## src/sv/tpgc_pkg.sv

```systemverilog
`default_nettype none
// ----------------------------------------------------------------------------
// tpgc_pkg
// Key codes, widths and small types shared by the two-player game clock.
// ----------------------------------------------------------------------------
package tpgc_pkg;

    localparam int MIN_W = 7;
    localparam int SEC_W = 6;
    localparam int KEY_W = 4;

    // Key codes as seen on the keypad, widened by one bit for "no key"
    typedef logic [KEY_W:0] key_t;

    localparam key_t KEY_NONE     = 5'd16;
    localparam key_t KEY_CLR_MIN  = 5'd1;
    localparam key_t KEY_CLR_SEC  = 5'd2;
    localparam key_t KEY_PAUSE    = 5'd3;
    localparam key_t KEY_MIN_UP   = 5'd4;
    localparam key_t KEY_SEC_UP10 = 5'd5;
    localparam key_t KEY_SEC_UP1  = 5'd6;
    localparam key_t KEY_MIN_DN   = 5'd7;
    localparam key_t KEY_SEC_DN10 = 5'd8;
    localparam key_t KEY_SEC_DN1  = 5'd9;
    localparam key_t KEY_SWITCH   = 5'd10;
    localparam key_t KEY_COPY     = 5'd14;
    localparam key_t KEY_SET      = 5'd15;

    // Position in the four-digit entry sequence
    typedef enum logic [1:0] {
        DIG_MIN_TENS  = 2'd0,
        DIG_MIN_UNITS = 2'd1,
        DIG_SEC_TENS  = 2'd2,
        DIG_SEC_UNITS = 2'd3
    } digit_pos_t;

    typedef logic [MIN_W-1:0] minutes_t;
    typedef logic [SEC_W-1:0] seconds_t;

    localparam seconds_t SEC_MAX    = 6'd59;
    localparam seconds_t SEC_BORROW = 6'd60;

    // Multiply a decimal digit by ten
    function automatic logic [MIN_W-1:0] times_ten(input logic [KEY_W-1:0] d);
        logic [MIN_W-1:0] w;
        w = {{(MIN_W-KEY_W){1'b0}}, d};
        return (w << 3) + (w << 1);
    endfunction

endpackage : tpgc_pkg
`default_nettype wire

```

## src/sv/two_player_game_clock_unit.sv

```systemverilog
`default_nettype none
// ----------------------------------------------------------------------------
// two_player_game_clock_unit
// Minutes and seconds for two players, driven by keypad samples and ticks.
// ----------------------------------------------------------------------------
// Each transfer on the item channel is either a keypad sample (command 0) or
// a one-second tick (command 1), and yields exactly one result with the
// active player's time and the pause and edit flags after that item. A key
// acts only when the sample differs from the previous one. The unit takes one
// item per cycle unless stalled: an item lands in an input register, and when
// it advances, the player times are updated and the result register loaded.
// Throughput is set by the single result register; it stalls only while a
// result waits on result_ready.
module two_player_game_clock_unit
    import tpgc_pkg::*;
#(
    parameter int MINUTE_LIMIT = 99
)(
    input  wire logic                clk,
    input  wire logic                rst_n,
    input  wire logic                item_valid,
    output logic                     item_ready,
    input  wire logic                command,
    input  wire logic [KEY_W-1:0]    key_code,
    input  wire logic                key_down,
    output logic                     result_valid,
    input  wire logic                result_ready,
    output logic [MIN_W-1:0]         shown_minutes,
    output logic [SEC_W-1:0]         shown_seconds,
    output logic                     active_player,
    output logic                     paused,
    output logic                     editing
);

    localparam minutes_t MIN_LIMIT = MIN_W'(MINUTE_LIMIT);

    // Input stage
    logic             stg_valid_reg;
    logic             stg_cmd_reg;
    logic [KEY_W-1:0] stg_code_reg;
    logic             stg_down_reg;

    // Clock state
    minutes_t   min_reg   [2];
    seconds_t   sec_reg   [2];
    minutes_t   min_next  [2];
    seconds_t   sec_next  [2];
    logic       player_reg,  player_next;
    logic       pause_reg,   pause_next;
    logic       set_reg,     set_next;
    digit_pos_t dcnt_reg,    dcnt_next;
    logic [KEY_W-1:0] pend_reg, pend_next;
    key_t       prev_reg,    prev_next;

    // Result register
    logic       result_valid_reg;
    minutes_t   res_min_reg;
    seconds_t   res_sec_reg;
    logic       res_player_reg;
    logic       res_pause_reg;
    logic       res_edit_reg;

    logic       advance;

    // Working values for the active player
    logic       p;
    minutes_t   m_cur, m_new;
    seconds_t   s_cur, s_new;
    key_t       key;
    logic [MIN_W-1:0] sec_sum;
    logic [MIN_W-1:0] entry;

    assign advance    = stg_valid_reg && (!result_valid_reg || result_ready);
    assign item_ready = !stg_valid_reg || advance;

    // Capture the incoming item
    always_ff @(posedge clk or negedge rst_n)
    begin
        if (!rst_n)
        begin
            stg_valid_reg <= 1'b0;
        end
        else if (item_ready)
        begin
            stg_valid_reg <= item_valid;
        end
    end

    always_ff @(posedge clk)
    begin
        if (item_valid && item_ready)
        begin
            stg_cmd_reg  <= command;
            stg_code_reg <= key_code;
            stg_down_reg <= key_down;
        end
    end

    // Work out the next clock state from the staged item
    always_comb
    begin
        p           = player_reg;
        m_cur       = min_reg[player_reg];
        s_cur       = sec_reg[player_reg];
        m_new       = m_cur;
        s_new       = s_cur;
        key         = stg_down_reg ? {1'b0, stg_code_reg} : KEY_NONE;
        sec_sum     = '0;
        entry       = '0;
        player_next = player_reg;
        pause_next  = pause_reg;
        set_next    = set_reg;
        dcnt_next   = dcnt_reg;
        pend_next   = pend_reg;
        prev_next   = prev_reg;
        min_next    = min_reg;
        sec_next    = sec_reg;

        if (stg_cmd_reg)
        begin
            // Tick: count down the active player unless paused or in set mode
            if (!pause_reg && !set_reg)
            begin
                if (s_cur != '0)
                begin
                    s_new = s_cur - 1'b1;
                end
                else if (m_cur != '0)
                begin
                    m_new = m_cur - 1'b1;
                    s_new = SEC_MAX;
                end
            end
        end
        else
        begin
            prev_next = key;
            if (key != prev_reg)
            begin
                if (set_reg)
                begin
                    // Set mode: digit entry, copy, switch, leave
                    if (key == KEY_SET)
                    begin
                        set_next  = 1'b0;
                        dcnt_next = DIG_MIN_TENS;
                    end
                    else if (key == KEY_COPY)
                    begin
                        m_new = min_reg[!p];
                        s_new = sec_reg[!p];
                    end
                    else if (key == KEY_SWITCH)
                    begin
                        player_next = !p;
                    end
                    else if (key <= KEY_SEC_DN1)
                    begin
                        case (dcnt_reg)
                            DIG_MIN_TENS:
                            begin
                                entry     = {{(MIN_W-KEY_W){1'b0}}, stg_code_reg};
                                m_new     = (entry > MIN_LIMIT) ? MIN_LIMIT : entry;
                                pend_next = stg_code_reg;
                                dcnt_next = DIG_MIN_UNITS;
                            end
                            DIG_MIN_UNITS:
                            begin
                                entry     = times_ten(pend_reg)
                                          + {{(MIN_W-KEY_W){1'b0}}, stg_code_reg};
                                m_new     = (entry > MIN_LIMIT) ? MIN_LIMIT : entry;
                                pend_next = '0;
                                dcnt_next = DIG_SEC_TENS;
                            end
                            DIG_SEC_TENS:
                            begin
                                entry     = times_ten(stg_code_reg);
                                s_new     = (entry > MIN_W'(SEC_MAX)) ? SEC_MAX
                                                                      : entry[SEC_W-1:0];
                                pend_next = stg_code_reg;
                                dcnt_next = DIG_SEC_UNITS;
                            end
                            default:
                            begin
                                entry     = times_ten(pend_reg)
                                          + {{(MIN_W-KEY_W){1'b0}}, stg_code_reg};
                                s_new     = (entry > MIN_W'(SEC_MAX)) ? SEC_MAX
                                                                      : entry[SEC_W-1:0];
                                dcnt_next = DIG_MIN_TENS;
                                set_next  = 1'b0;
                            end
                        endcase
                    end
                end
                else
                begin
                    // Run mode keys
                    case (key)
                        KEY_SWITCH: player_next = !p;
                        KEY_PAUSE:  pause_next  = !pause_reg;
                        KEY_MIN_UP:
                        begin
                            if (m_cur < MIN_LIMIT) m_new = m_cur + 1'b1;
                        end
                        KEY_MIN_DN:
                        begin
                            if (m_cur != '0) m_new = m_cur - 1'b1;
                        end
                        KEY_SEC_UP10, KEY_SEC_UP1:
                        begin
                            sec_sum = {1'b0, s_cur}
                                    + ((key == KEY_SEC_UP10) ? 7'd10 : 7'd1);
                            if (sec_sum <= MIN_W'(SEC_MAX))
                            begin
                                s_new = sec_sum[SEC_W-1:0];
                            end
                            else if (m_cur < MIN_LIMIT)
                            begin
                                m_new = m_cur + 1'b1;
                                s_new = '0;
                            end
                        end
                        KEY_SEC_DN10, KEY_SEC_DN1:
                        begin
                            if (key == KEY_SEC_DN10 ? (s_cur > 6'd10) : (s_cur > 6'd1))
                            begin
                                s_new = s_cur - ((key == KEY_SEC_DN10) ? 6'd10 : 6'd1);
                            end
                            else if (m_cur != '0)
                            begin
                                m_new = m_cur - 1'b1;
                                s_new = SEC_BORROW;
                            end
                        end
                        KEY_CLR_SEC: s_new = '0;
                        KEY_CLR_MIN: m_new = '0;
                        KEY_SET:
                        begin
                            set_next  = 1'b1;
                            dcnt_next = DIG_MIN_TENS;
                            pend_next = '0;
                        end
                        default: ;
                    endcase
                end
            end
        end

        min_next[p] = m_new;
        sec_next[p] = s_new;
    end

    // Advance the clock state
    always_ff @(posedge clk or negedge rst_n)
    begin
        if (!rst_n)
        begin
            min_reg[0] <= MIN_W'(1);
            min_reg[1] <= MIN_W'(1);
            sec_reg[0] <= '0;
            sec_reg[1] <= '0;
            player_reg <= 1'b0;
            pause_reg  <= 1'b0;
            set_reg    <= 1'b0;
            dcnt_reg   <= DIG_MIN_TENS;
            pend_reg   <= '0;
            prev_reg   <= KEY_NONE;
        end
        else if (advance)
        begin
            min_reg    <= min_next;
            sec_reg    <= sec_next;
            player_reg <= player_next;
            pause_reg  <= pause_next;
            set_reg    <= set_next;
            dcnt_reg   <= dcnt_next;
            pend_reg   <= pend_next;
            prev_reg   <= prev_next;
        end
    end

    // Hold the result until it is taken
    always_ff @(posedge clk or negedge rst_n)
    begin
        if (!rst_n)
        begin
            result_valid_reg <= 1'b0;
        end
        else if (advance)
        begin
            result_valid_reg <= 1'b1;
        end
        else if (result_ready)
        begin
            result_valid_reg <= 1'b0;
        end
    end

    always_ff @(posedge clk)
    begin
        if (advance)
        begin
            res_min_reg    <= min_next[player_next];
            res_sec_reg    <= sec_next[player_next];
            res_player_reg <= player_next;
            res_pause_reg  <= pause_next;
            res_edit_reg   <= set_next;
        end
    end

    assign result_valid  = result_valid_reg;
    assign shown_minutes = res_min_reg;
    assign shown_seconds = res_sec_reg;
    assign active_player = res_player_reg;
    assign paused        = res_pause_reg;
    assign editing       = res_edit_reg;

    // Checks
    a_min_limit: assert property (@(posedge clk) disable iff (!rst_n)
        result_valid |-> (shown_minutes <= MIN_LIMIT))
        else $error("shown minutes above limit");

    a_sec_range: assert property (@(posedge clk) disable iff (!rst_n)
        result_valid |-> (shown_seconds <= SEC_BORROW))
        else $error("shown seconds out of range");

    a_advance_result: assert property (@(posedge clk) disable iff (!rst_n)
        advance |=> result_valid)
        else $error("processed item produced no result");

    a_count_idle: assert property (@(posedge clk) disable iff (!rst_n)
        !set_reg |-> (dcnt_reg == DIG_MIN_TENS))
        else $error("digit count not cleared outside set mode");

endmodule : two_player_game_clock_unit
`default_nettype wire
```

## config.mk

```make
export PLATFORM = sky130hd
export DESIGN_NAME = two_player_game_clock_unit
export DESIGN_NICKNAME = d
export VERILOG_FILES = /design/src/sv/tpgc_pkg.sv /design/src/sv/two_player_game_clock_unit.sv
export SDC_FILE = /design/constraint.sdc
export NUM_CORES = 1
export LEC_CHECK = 0
export BUFFER_PORTS_ARGS = -buffer_cell sky130_fd_sc_hd__buf_4
export CAP_MARGIN = 40
export CORE_AREA = 2 2 127 129
export DETAILED_ROUTE_END_ITERATION = 12
export DIE_AREA = 0 0 129 131
export PLACE_DENSITY = 0.59
export RECOVER_POWER = 50
export SYNTH_ARGS = -nofsm -noshare
export SYNTH_HDL_FRONTEND = slang
export SYNTH_SLANG_ARGS = --single-unit
```

## constraint.sdc

```tcl
create_clock -name clk -period 8.45 [get_ports clk]
set_clock_uncertainty 0.15 [all_clocks]
set_input_delay 1.2675 -clock clk [delete_from_list [all_inputs] [get_ports clk]]
set_output_delay 1.2675 -clock clk [all_outputs]
set_load 0.02 [all_outputs]
```

==> results_dict.tcl <==
set metrics [dict create \
    synth_area_um2 6300 \
    crit_fanout 33 \
    io_buffer_count 27 \
    root_buffer "clkbuf_16" \
    yosys.area.top_type "dfrtp_1" \
    synth_enable_flop_cells 22 \
    slew_headroom -0.624 \
    cp_slowest_stage_delay_ns 0.85 \
    gp_congestion 1.08 \
    syn_area_per_cell_um2 8.07 \
    insertion_delay_ns 0.35 \
    grt_pass1_wl_um 33700 \
    syn_nets 819 \
    grt_pass1_vias 5925 \
    drt-pass1-iter-count 6 \
    critPathKind "register to register" \
    fin_crit_sh 0.603 \
    die_w_um 129 \
    num_vias 6413 \
    layout.nets 823 \
    status "finished with violations" \
    cts.clk_slew.worst_paths_ns 0.06 \
    synth-async-reset-ratio 0.656 \
    grt_overflow 0 \
    track_usage 0.262 \
    ys_types 85 \
    violations "max-capacitance violations, max-slew violations" \
    via_per_inst 6.37 \
    antenna_cells 0 \
    worstPathArrival_ns 5.03 \
    yosysMostFrequentCell "nand2_1" \
    drive_gt1_frac 0.113 \
    antenna_found_initial 0 \
    ctsHoldBuffers 0 \
    cts_buffer_depth 2 \
    hold_class "register to register" \
    instances_no_fill 1006 \
    row_count 46 \
    synthFlopType "dfrtp_1" \
    io_pins 28 \
    max_slew.worst_pin.slew_ns 2.44 \
    start_kind "register" \
    yosys_warnings 0 \
    seq_area_frac_synth 0.272 \
    post_cts_resized 0 \
    syn2layout_area_growth_pct 8.94 \
    die_height_um 131 \
    hpwlAfterDp_um 16000 \
    cts_tree "built" \
    ys_ff_latch 64 \
    slowest_stage "dfrtp_2" \
    floorplan.initialDensity 0.404 \
    die_area_um2 16900 \
    synthCells 781 \
    yosys.area.top_type_share 0.155 \
    p_leak_nw 2.56 \
    utilization 0.440 \
    cts.sink_count 64 \
    slew_violations 43 \
    place_ws_ns 3.54 \
    grt_max_degree 43 \
    synth_area_leaders "dfrtp_1, edfxtp_1, o21ai_0" \
    synthTopCellsByCount "nand2_1, o21ai_0, nor2_1, a21oi_1, dfrtp_1" \
    wl_um 21800 \
    cts_htree_levels 3 \
    min_period_ns 5.10 \
    drc 0 \
    core_area_um2 15600 \
    drv_cap 1 \
    setup_viol 0 \
    peakVddDrop_v 0.000142 \
    clock.fmax_ghz 0.196 \
    wl_per_cell_um 21.7 \
    cts_buffers 9 \
    setup.worst_path.end_class "register" \
    required_ns 8.39 \
    final.setup.worst_slack_ns 3.35 \
    setup_tns_ns 0 \
    path_cells "mux2i_1, inv_1, ha_1, ha_1, nand3b_1, o22ai_1, a211oi_2, xnor2_1, a41o_2, a221o_1, o21ai_1, a31oi_1, o21ai_1" \
    drtIter0Drc 682 \
    powerDensity_nw_per_um2 337 \
    place_inst 990 \
    fill_cells 1588 \
    rsz0062_at_grt "false" \
    postCtsSetupRepairBufs 0 \
    hold_viol 0 \
    ant_nets 0 \
    largest_reg_flops 14 \
]
-- layout by cell type, fill, tap and decap left out, drive strengths merged, types with 16 or more instances in the layout --
cell / netlist / layout
nand2: 95 / 95
o21ai: 84 / 84
nor2: 55 / 55
a21oi: 52 / 52
dfrtp: 39 / 39
nor3: 32 / 32
clkbuf: 26 / 32
mux2i: 31 / 31
inv: 25 / 25
ha: 24 / 24
mux2: 23 / 23
edfxtp: 22 / 22
buf: 23 / 20
a31oi: 18 / 18
xnor2: 16 / 16
nand3: 16 / 16
-- worst max-delay path: cells and delay by family, from the launching register on --
family                   cells  cell delay, ns
XOR/XNOR                     1            0.23
buffers and inverters        1            0.26
AND/OR/NAND/NOR              1            0.11
flip-flops                   1            0.85
adder cells (fa/ha/maj)      2            0.58
AO/OA/AOI/OAI                7            1.86
multiplexers                 1            0.78
-- through the flow --
step	hold slack, ns	area [um^2]	power (mW)
floorplan	0.311	6300	1.55
global placement	0.323	6620	1.91
detailed placement	0.329	6660	1.94
CTS	0.337	6920	2.29
global route	0.372	6860	2.47
finish	0.335	6860	2.31
-- path summary, 6_finish.rpt --
check                            start               end  slack (ns)  cells after the start
max in group asynchronous        rst_n                 p        5.06                      1
min in group asynchronous        rst_n        sec_reg[8]        1.50                      1
min reg2reg                prev_reg[4]       prev_reg[4]        0.33                      2
max                                  p  shown_seconds[5]        3.35                     13
max reg2reg                          p  shown_seconds[5]        3.35                     13
min                        prev_reg[4]       prev_reg[4]        0.33                      2
-- layout make-up --
type / instances / area [um^2] / share of cell area
multi-input combinational: 643 / 4260 / 0.621
sequential: 64 / 1720 / 0.250
tap: 216 / 270 / 0.0394
timing repair buffer: 42 / 258 / 0.0376
clock buffer: 10 / 229 / 0.0334
inverter: 25 / 93.8 / 0.0137
clock inverter: 6 / 36.3 / 0.00529
-- power breakdown --
group | internal [mW] | total, mW | switching (mW)
registers | 0.437 | 0.576 | 0.139
logic | 0.500 | 1.39 | 0.895
clock network | 0.196 | 0.342 | 0.146
total | 1.13 | 2.31 | 1.18
-- layer usage --
layer / GRT usage / vias to the layer above / part of all wire
met2: 0.399 / 331 / 0.44
met3: 0.0611 / 57 / 0.086
li1: - / 2955 / -
met5: 0 / - / 0
met4: 0.126 / 0 / 0.040
met1: 0.353 / 3070 / 0.43
-- kinds of logic (layout without fill, tap and decap cells) --
logic type                 after synthesis  in the layout  synth area share
AOI/OAI and AO/OA                      269            269             0.284
xor gates and xnor gates                20             20            0.0278
adders and majority gates               28             28            0.0604
buffers and inverters                   74             83            0.0516
DFF                                     64             64             0.272
muxes                                   54             54            0.0941
and+or+nand+nor                        272            272             0.210
Note: power is estimated with default switching activity, not from simulation.
